$ cat config.mk
export PLATFORM = sky130hd
export DESIGN_NAME = descending_stable_top_k_sorter
export DESIGN_NICKNAME = d
export VERILOG_FILES = /design/src/rtl/dstk_pkg.sv /design/src/rtl/dstk_cell.sv /design/src/rtl/descending_stable_top_k_sorter.sv
export VERILOG_INCLUDE_DIRS = /design/src /design/src/rtl
export SDC_FILE = /design/constraint.sdc
export NUM_CORES = 2
export LEC_CHECK = 0
export ABC_CLOCK_PERIOD_IN_PS = 4700
export BUFFER_PORTS_ARGS = -buffer_cell sky130_fd_sc_hd__buf_2
export CAP_MARGIN = 30
export CORE_UTILIZATION = 45
export CTS_BUF_LIST = sky130_fd_sc_hd__clkbuf_8
export CTS_CLUSTER_SIZE = 30
export DETAILED_ROUTE_END_ITERATION = 12
export PLACE_DENSITY_LB_ADDON = 0.12
export REMOVE_ABC_BUFFERS = 1
export SYNTH_ARGS = -nofsm -noshare
export SYNTH_HDL_FRONTEND = slang
export SYNTH_SLANG_ARGS = --single-unit
$ cat constraint.sdc
create_clock -name clk_i -period 4.7 [get_ports clk_i]
set_input_delay 0.94 -clock clk_i [delete_from_list [all_inputs] [get_ports clk_i]]
set_output_delay 0.94 -clock clk_i [all_outputs]
set_load 0.005 [all_outputs]
$ cat src/rtl/assert_macros.svh
// ----------------------------------------------------------------------------
// Assertion macros
// Concurrent assertion helpers, compiled out for synthesis.
// ----------------------------------------------------------------------------
`ifndef ASSERT_MACROS_SVH
`define ASSERT_MACROS_SVH
`ifndef SYNTHESIS
`define DSTK_ASSERT(name, prop, clk, rst_n) \
  name: assert property (@(posedge clk) disable iff (!rst_n) prop) \
    else $error("assertion failed");
`define DSTK_ASSERT_NEVER(name, expr, clk, rst_n) \
  `DSTK_ASSERT(name, !(expr), clk, rst_n)
`else
`define DSTK_ASSERT(name, prop, clk, rst_n)
`define DSTK_ASSERT_NEVER(name, expr, clk, rst_n)
`endif
`endif

$ cat src/rtl/dstk_pkg.sv
// ----------------------------------------------------------------------------
// dstk_pkg
// Types and constants shared by the descending stable top-k sorter.
// ----------------------------------------------------------------------------
package dstk_pkg;

  localparam int unsigned KeyW   = 16;
  localparam int unsigned TagW   = 6;
  localparam int unsigned RankW  = 7;
  localparam int unsigned LimitW = 7;

  localparam logic [LimitW-1:0] LimitDefault = 7'd15;
  localparam logic [LimitW-1:0] MaxResults   = 7'd64;

  // register index
  localparam logic RegOutputLimit = 1'b0;

  typedef struct packed {
    logic [KeyW-1:0] sort_key;
    logic [TagW-1:0] record_tag;
    logic            last_record;
  } in_t;

  typedef struct packed {
    logic [RankW-1:0] rank;
    logic [KeyW-1:0]  ranked_key;
    logic [TagW-1:0]  ranked_tag;
    logic             final_result;
  } out_t;

  typedef struct packed {
    logic [KeyW-1:0] key;
    logic [TagW-1:0] tag;
  } rec_t;

  typedef struct packed {
    logic ins_en;    // insert the broadcast record
    logic shift_en;  // move every record one cell toward the head
  } cell_ctrl_t;

endpackage

$ cat src/rtl/dstk_cell.sv
// ----------------------------------------------------------------------------
// dstk_cell
// One slot of the sorted record chain: compares, inserts, shifts.
// ----------------------------------------------------------------------------
module dstk_cell #(
  parameter int unsigned Idx  = 0,
  parameter int unsigned CntW = 7
) (
  input  logic                 clk_i,
  input  dstk_pkg::cell_ctrl_t ctrl_i,
  input  logic [CntW-1:0]      count_i,
  input  dstk_pkg::rec_t       new_rec_i,
  input  dstk_pkg::rec_t       left_rec_i,
  input  logic                 left_ins_i,
  input  dstk_pkg::rec_t       right_rec_i,
  output dstk_pkg::rec_t       rec_o,
  output logic                 ins_o
);
  import dstk_pkg::*;

  rec_t rec_q;
  logic occupied;

  assign occupied = CntW'(Idx) < count_i;
  // strict less keeps equal keys in arrival order
  assign ins_o    = !occupied || (rec_q.key < new_rec_i.key);
  assign rec_o    = rec_q;

  always_ff @(posedge clk_i) begin
    if (ctrl_i.shift_en) begin
      rec_q <= right_rec_i;
    end else if (ctrl_i.ins_en && ins_o) begin
      rec_q <= left_ins_i ? left_rec_i : new_rec_i;
    end
  end

endmodule

$ cat src/rtl/descending_stable_top_k_sorter.sv
// ----------------------------------------------------------------------------
// descending_stable_top_k_sorter
// Insertion-chain ranker emitting the top records by descending key.
// ----------------------------------------------------------------------------
// Records load one per cycle: every cell compares the arriving key at once and
// the chain opens a slot, so the row always holds the set in descending order
// with equal keys in arrival order. Records beyond MAX_RECORDS are dropped.
// After the beat marked last, input is held off while the row shifts toward
// the head cell, one result per cycle into the output register (slower if the
// sink stalls). For a set of R records, min(output_limit, R, 64) results are
// emitted, output_limit 0 acting as 1.
module descending_stable_top_k_sorter #(
  parameter int unsigned MAX_RECORDS = 64
) (
  input  logic           clk_i,
  input  logic           rst_ni,
  input  logic           in_valid_i,
  output logic           in_ready_o,
  input  dstk_pkg::in_t  in_data_i,
  output logic           out_valid_o,
  input  logic           out_ready_i,
  output dstk_pkg::out_t out_data_o,
  input  logic           psel,
  input  logic           penable,
  input  logic           pwrite,
  input  logic [2:0]     paddr,
  input  logic [31:0]    pwdata,
  output logic [31:0]    prdata,
  output logic           pready
);
  import dstk_pkg::*;

  `include "assert_macros.svh"

  localparam int unsigned CntW = $clog2(MAX_RECORDS + 1);
  localparam int unsigned ExtW = (CntW > LimitW) ? CntW : LimitW;
  localparam logic        StIdle = 1'b0;
  localparam logic        StEmit = 1'b1;

  logic              state_q, state_d;
  logic [CntW-1:0]   count_q, count_d;
  logic [LimitW-1:0] limit_q;
  logic [RankW-1:0]  rank_q, rank_d;
  logic [RankW-1:0]  rem_q, rem_d;
  logic              out_valid_q, out_valid_d;
  out_t              out_data_q;

  rec_t              recs [MAX_RECORDS];
  logic              ins  [MAX_RECORDS];
  rec_t              new_rec;
  cell_ctrl_t        ctrl;

  logic              in_acc, out_load, not_full;
  logic [CntW-1:0]   count_n;
  logic [LimitW-1:0] lim_eff;
  logic [ExtW-1:0]   cnt_ext, lim_ext;
  logic [RankW-1:0]  n_emit;

  // configuration port
  assign pready = 1'b1;
  assign prdata = (paddr[2] == RegOutputLimit) ? {{(32 - LimitW){1'b0}}, limit_q} : 32'd0;

  always_ff @(posedge clk_i or negedge rst_ni) begin
    if (!rst_ni) begin
      limit_q <= LimitDefault;
    end else if (psel && penable && pwrite && pready && paddr[2] == RegOutputLimit) begin
      limit_q <= pwdata[LimitW-1:0];
    end
  end

  // cell row
  assign new_rec.key   = in_data_i.sort_key;
  assign new_rec.tag   = in_data_i.record_tag;
  assign in_ready_o    = (state_q == StIdle);
  assign in_acc        = in_valid_i && in_ready_o;
  assign not_full      = count_q < CntW'(MAX_RECORDS);
  assign out_load      = (state_q == StEmit) && (!out_valid_q || out_ready_i);
  assign ctrl.ins_en   = in_acc && not_full;
  assign ctrl.shift_en = out_load;

  for (genvar i = 0; i < MAX_RECORDS; i++) begin : g_cell
    rec_t left_rec, right_rec;
    logic left_ins;
    if (i == 0) begin : g_head
      assign left_rec = new_rec;
      assign left_ins = 1'b0;
    end else begin : g_body
      assign left_rec = recs[i-1];
      assign left_ins = ins[i-1];
    end
    if (i == MAX_RECORDS - 1) begin : g_tail
      assign right_rec = recs[i];
    end else begin : g_mid
      assign right_rec = recs[i+1];
    end
    dstk_cell #(
      .Idx  (i),
      .CntW (CntW)
    ) u_cell (
      .clk_i       (clk_i),
      .ctrl_i      (ctrl),
      .count_i     (count_q),
      .new_rec_i   (new_rec),
      .left_rec_i  (left_rec),
      .left_ins_i  (left_ins),
      .right_rec_i (right_rec),
      .rec_o       (recs[i]),
      .ins_o       (ins[i])
    );
  end

  // result count for the closing beat
  assign count_n = count_q + CntW'(ctrl.ins_en);
  assign lim_eff = (limit_q == '0)        ? LimitW'(1)  :
                   (limit_q > MaxResults) ? MaxResults : limit_q;
  assign cnt_ext = ExtW'(count_n);
  assign lim_ext = ExtW'(lim_eff);
  assign n_emit  = (cnt_ext < lim_ext) ? cnt_ext[RankW-1:0] : lim_eff;

  always_comb begin
    state_d     = state_q;
    count_d     = count_q;
    rank_d      = rank_q;
    rem_d       = rem_q;
    out_valid_d = out_valid_q;
    if (out_valid_q && out_ready_i) begin
      out_valid_d = 1'b0;
    end
    unique case (state_q)
      StIdle: begin
        if (in_acc) begin
          count_d = count_n;
          if (in_data_i.last_record) begin
            state_d = StEmit;
            rank_d  = RankW'(1);
            rem_d   = n_emit;
          end
        end
      end
      StEmit: begin
        if (out_load) begin
          out_valid_d = 1'b1;
          rank_d      = rank_q + RankW'(1);
          rem_d       = rem_q - RankW'(1);
          if (rem_q == RankW'(1)) begin
            state_d = StIdle;
            count_d = '0;
          end
        end
      end
      default: state_d = StIdle;
    endcase
  end

  always_ff @(posedge clk_i or negedge rst_ni) begin
    if (!rst_ni) begin
      state_q     <= StIdle;
      count_q     <= '0;
      rank_q      <= '0;
      rem_q       <= '0;
      out_valid_q <= 1'b0;
    end else begin
      state_q     <= state_d;
      count_q     <= count_d;
      rank_q      <= rank_d;
      rem_q       <= rem_d;
      out_valid_q <= out_valid_d;
    end
  end

  always_ff @(posedge clk_i) begin
    if (out_load) begin
      out_data_q.rank         <= rank_q;
      out_data_q.ranked_key   <= recs[0].key;
      out_data_q.ranked_tag   <= recs[0].tag;
      out_data_q.final_result <= (rem_q == RankW'(1));
    end
  end

  assign out_valid_o = out_valid_q;
  assign out_data_o  = out_data_q;

  `DSTK_ASSERT_NEVER(a_count_bound, count_q > CntW'(MAX_RECORDS), clk_i, rst_ni)
  `DSTK_ASSERT(a_emit_has_work, (state_q == StEmit) |-> (rem_q != '0 && count_q != '0), clk_i, rst_ni)
  `DSTK_ASSERT(a_final_ends_set, (out_load && rem_q == RankW'(1)) |=> (state_q == StIdle && count_q == '0), clk_i, rst_ni)

endmodule

# Word level (Yosys, flattened, before mapping)
# Index checks and enable logic that the tools add are counted.
# word_totals
mem_count	0
latch_bits	0
wordCells	761
input_bits	65
regBits	1468
romBits	0
ramBits	0
out_inout_bits	65
# classes
div	0
shifts	0
multipliers	0
n_reduce_logical	268
bitwise_logic	3
n_addsub	3
mux	213
n_eq_ne	5
order_cmp	131
# ops
op	count
$mux 22	189
$lt 16x16->1	64
$lt 6x7->1 const A	32
$reduce_bool 2->1	63
$lt 5x7->1 const A	16
$mux 7	13
$logic_and 1x1->1	71
$logic_not 1->1	65
$logic_or 1x1->1	65
$lt 4x7->1 const A	8
$pmux 7 s2	3
$lt 3x7->1 const A	4
$lt 1x7->1 const A	2
$lt 2x7->1 const A	2
$ne 2x1->1 const B	4
$add 7x1->7	1
$add 7x1->7 const B	1
$eq 7x1->1 const B	1
$gt 7x7->1 const B	1
$logic_not 7->1	1
$lt 7x7->1	1
$lt 7x7->1 const B	1
$mux 1	7
$sub 7x1->7 const B	1
4 further kinds	7

# Depth between registers and ports, before layout
# depth
word_depth	9
ltp_mapped	14
depth_no_buf	13

# Least setup slack after synthesis
# No wires, ideal clock.
# synth_timing
kind	input-to-reg
startpoint	in in_data_i[12] in the netlist's numbering
endpoint	reg g_cell[12].u_cell.rec_q, in the netlist g_cell[12].u_cell.rec_o[0], enable pin
path_stages	12
setup_time_ps	432
arrival_ps	5791
path_buffers	4
required_time_ps	4268
path_slack_ps	-1522
cell_sequence	clkbuf_1 > clkbuf_1 > inv_1 > ha_1 > a22o_1 > nor4_1 > o21ai_0 > a211o_1 > and2_1 > clkbuf_1 > clkbuf_1 > o21ai_0
# synth_via
elab_chain_len	4
# synth_lines
element	line_no	rtl
start: declaration	descending_stable_top_k_sorter.sv:19	input dstk_pkg::in_t in_data_i,
$lt 16x16->1	dstk_cell.sv:26	assign ins_o = !occupied || (rec_q.key < new_rec_i.key);
$logic_or 1x1->1	dstk_cell.sv:26	
$logic_and 1x1->1	dstk_cell.sv:32	end else if (ctrl_i.ins_en && ins_o) begin
$reduce_bool 2->1 (no source line)	n/a	
end signal: assignment	dstk_cell.sv:31	rec_q <= right_rec_i;
end signal: assignment	dstk_cell.sv:33	rec_q <= left_ins_i ? left_rec_i : new_rec_i;
end: declaration	dstk_cell.sv:21	rec_t rec_q;
# Every way passes these cells.
# A chain may end at the register's enable or synchronous reset.

# Worst setup path after layout
# layout_timing
startpoint	reg count_q[2]
endpoint	reg g_cell[39].u_cell.rec_q, in the netlist g_cell[39].u_cell.rec_o[7], data pin
# layout_via
elab_chain_len	6
# layout_lines
element	line_no	rtl
start: declaration	descending_stable_top_k_sorter.sv:41	logic [CntW-1:0] count_q, count_d;
start signal: assignment	descending_stable_top_k_sorter.sv:164	count_q <= count_d;
$lt 6x7->1	dstk_cell.sv:24	assign occupied = CntW'(Idx) < count_i;
$logic_not 1->1	dstk_cell.sv:26	
$logic_or 1x1->1	dstk_cell.sv:26	
$mux 22	dstk_cell.sv:33	
$mux 22	dstk_cell.sv:32	
$mux 22	dstk_cell.sv:30	if (ctrl_i.shift_en) begin
end signal: assignment	dstk_cell.sv:31	
end signal: assignment	dstk_cell.sv:33	
end: declaration	dstk_cell.sv:21	
# Every way passes these cells. The select of a mux whose other input is x is not followed.

==> metrics.md <==
| Metric | Value |
|---|---|
| Via-to-Cell Ratio | `6.05` |
| Post-synth EDFFs | `roughly 1400` |
| Main combinational cell family by area after synthesis | `multiplexers` |
| Adder-Cell Fraction of Synth Area | `12.5%` |
| R2R Setup Slk | `0.97 ns` |
| Total length of routed wires | `between 300 and 400 mm` |
| Leading post-synthesis cells by cell area | `edfxtp_1 (45%), mux2i_1 (14%), ha_1 (13%)` |
| DP Cell Count | `11700` |
| Mux share of post-synthesis cell area | `14.2%` |
| Pwr dens | `about 640 nW/um2` |
| Mapped Cells | `9127` |
| Num CTS Buffers | `297` |
| Antenna viol nets, final | `0` |
| Compound-Gate Fraction of Synth Area | `between 10 and 15%` |
| Clock Tree Root | `clkbuf_8` |
| Post-DP HPWL | `~220 mm` |
| CP arrival | `between 4 and 5 ns` |
| Top FF cell, synth | `edfxtp_1` |
| Sequential power share | `a little under half` |
| P_leak | `44.7 nW` |
| Clk pwr share | `a little under a fifth` |
| Die X | `463 um` |
| FF-to-FF End | `g_cell[39].u_cell.rec_o[7]` |
| Synth async-reset ratio | `2.04%` |
| Crit-path max FO | `14` |
| Post-CTS sizing | `0` |
| Starting Density | `45.4%` |
| Clock Pin Slew Worst Setup and Hold Paths | `0.06 ns` |
| Post-synthesis simple-gate area fraction | `about a tenth` |
| Total GRT Usage | `28.7%` |
| Final setup viols | `0` |
| Synth-to-layout area growth | `10.7%` |
| H-Tree Depth | `5` |
| # DRC | `0` |
| Fin crit share | `79.4%` |
| Sw frac | `40.1%` |
| Rows | `168` |
| Die height | `463 um` |
| VDD IR max | `slightly below 0.0004 V` |
| CTS tree | `done` |
| Most frequent cell after synthesis | `edfxtp_1` |
| Net Sw Power | `approximately 27 mW` |
| Share of layout cells above drive strength 1 | `9.88%` |
| Crit path launch type | `flip-flop` |
| Number of port buffers | `76` |
| Hold Path Origin | `pwdata[5]` |
| Final Max Tran Viols | `0` |
| Worst-Skew Late Latency | `1.09 ns` |
| Clock Sinks | `1468` |
| Cells on worst reg2reg path | `8` |
| Crit end category | `flip-flop` |
| Top cell type's share of synthesized area | `45.2%` |
| MaxCap Viol Count | `0` |
| IO Count | `130` |
| Vias after detailed routing | `74000` |
| Worst R2R Start | `count_q[2]` |
| CP Data Required Time | `5.48 ns` |
| Gpl congestion | `approximately 0.88` |
| Worst Setup Slack post-DPL | `~0.44 ns` |
| F_max | `268 MHz` |
| Tmin final | `3.73 ns` |
| Seq/Total Area, Yosys | `46.0%` |
| Hold Vio Cnt, Final | `0` |
| Most frequent cells after synthesis | `edfxtp_1 (1438), nand2_1 (1336), mux2i_1 (1325)` |
| Synthesized area | `95600 um2` |
| Int Power | `~40 mW` |
| Post-synth cell types | `79` |
| Vias in the first global route | `74800` |
| RSZ-0062 raised after global routing | `no` |
| Worst min path class | `in2reg` |
| Yosys synthesis warning count | `0` |
| Non-Filler Instances | `12200` |
| Sum Neg Setup Slack | `0 ns` |
| Clk buf depth | `4` |
| Biggest area consumer among synthesized cells | `edfxtp_1` |
| Clk_skew | `0.105 ns` |
| Hold_buf cts | `1` |
| Largest net degree at the start of global routing | `155` |
| Xor/xnor share of the synthesized area | `0.0825%` |
| Full die area | `214000 um2` |
| Hold Crit Endpoint | `limit_q[5]` |
| Placeable Area | `210000 um2` |
| Final WS setup | `around 0.97 ns` |
| Nets@finish | `10200` |
| First-pass GRT wire length | `470 mm` |
| WL per Instance | `25.7 um` |
| Mapped Avg Cell Area | `10.5 um2` |
| Initial antenna violation count | `5` |
| DR pass1 iterations | `8` |
| Measured slew at the worst slew-check pin | `1.08 ns` |
| Postcts setup bufs | `0` |
| Yosys reg bits | `between 1000 and 1500` |
| Util after Layout | `50.3%` |
| Crit Path Category | `reg2reg` |
| Worst rel slew slack | `between 20% and 30%` |
| Worst Hold Path Cells | `2` |
| Status | `finished clean` |
| Total Power | `67.4 mW` |
| GR Overflow Total | `0` |
| Combinational share of power | `36.0%` |
| Initial DRC Count | `approximately 6400` |
[per-stage QoR]
stage               cell area, um2  hold WS (ns)
floorplan                    92500         0.426
global placement            100000         0.442
detailed placement          100000         0.448
CTS                         106000        0.0407
global route                106000        0.0805
finish                      106000         0.133
[placed cells by master, fill, tap and decap left out, types with 165 or more instances in the layout]
cell type,count
ha_1,956
o21ai_1,314
o21ai_0,824
a21o_1,165
clkbuf_8,312
a21oi_1,705
edfxtp_1,1438
nor2_1,473
nand2_1,1335
buf_4,308
mux2i_1,1325
[per-layer routing]
layer / vias up / global-route usage, % / wire, um
met1: 36500 / 37.8 / 133000
met3: 664 / 4.53 / 21400
met4: 0 / 11.6 / 12800
li1: 34200 / - / -
met2: 2609 / 47.0 / 147000
met5: - / 0 / 0
[registers in the layout, summed over array words and instances (netlist names)]
signal / flops
limit_q: 7
rem_q: 7
out_data_o: 30
count_q: 7
state_q: 1
out_valid_o: 1
rank_q: 7
g_cell.u_cell.rec_o: 1408
[final cells by class]
type | instances | area, um2
repair buffers | 445 | 4220
inverters | 68 | 300
clock buffers | 312 | 4290
fillers | 19300 | 105000
well taps | 2805 | 3510
clock inverters | 188 | 973
diodes | 3 | 7.51
flip-flops and latches | 1468 | 43900
multi-input cells | 6948 | 48500
[kinds of logic after synthesis]
group / after synthesis
xor+xnor: 9
compound gates: 2370
mux: 1354
simple gates: 2232
buf+inv: 735
other cells: 2
flops: 1468
fa+ha+maj: 957
[worst max-delay path, cell delays in order, from the launching register on]
cell and delay (ns):
dfrtp_1 0.90, and2_1 0.54, nand2_1 0.38, buf_4 0.31, o21ai_0 0.45, o21ai_2 0.32
buf_4 0.29, mux2i_1 0.16, o21ai_0 0.11
[worst max path at each step]
stage	depth (start not counted)	slack, ns	start	to
floorplan	8	-72.46	out_ready_i	rem_q[4]
global placement	11	0.39	in_data_i[16]	g_cell[62].u_cell.rec_o[2]
detailed placement	11	0.44	in_data_i[16]	g_cell[62].u_cell.rec_o[2]
CTS	9	1.16	count_q[2]	g_cell[46].u_cell.rec_o[3]
global route	9	0.96	count_q[2]	g_cell[46].u_cell.rec_o[10]
finish	8	0.97	count_q[2]	g_cell[39].u_cell.rec_o[7]
[power groups by stage]
stage	sequential (mW)	combinational [mW]	clock (mW)
after floorplan	23.6	12.0	0
after detailed placement	30.8	24.2	0
after CTS	30.6	24.3	12.7
after global placement	30.7	23.2	0
after global routing	31.2	27.6	13.2
final	30.6	24.3	12.5
Power figures use the tool's default switching activity.
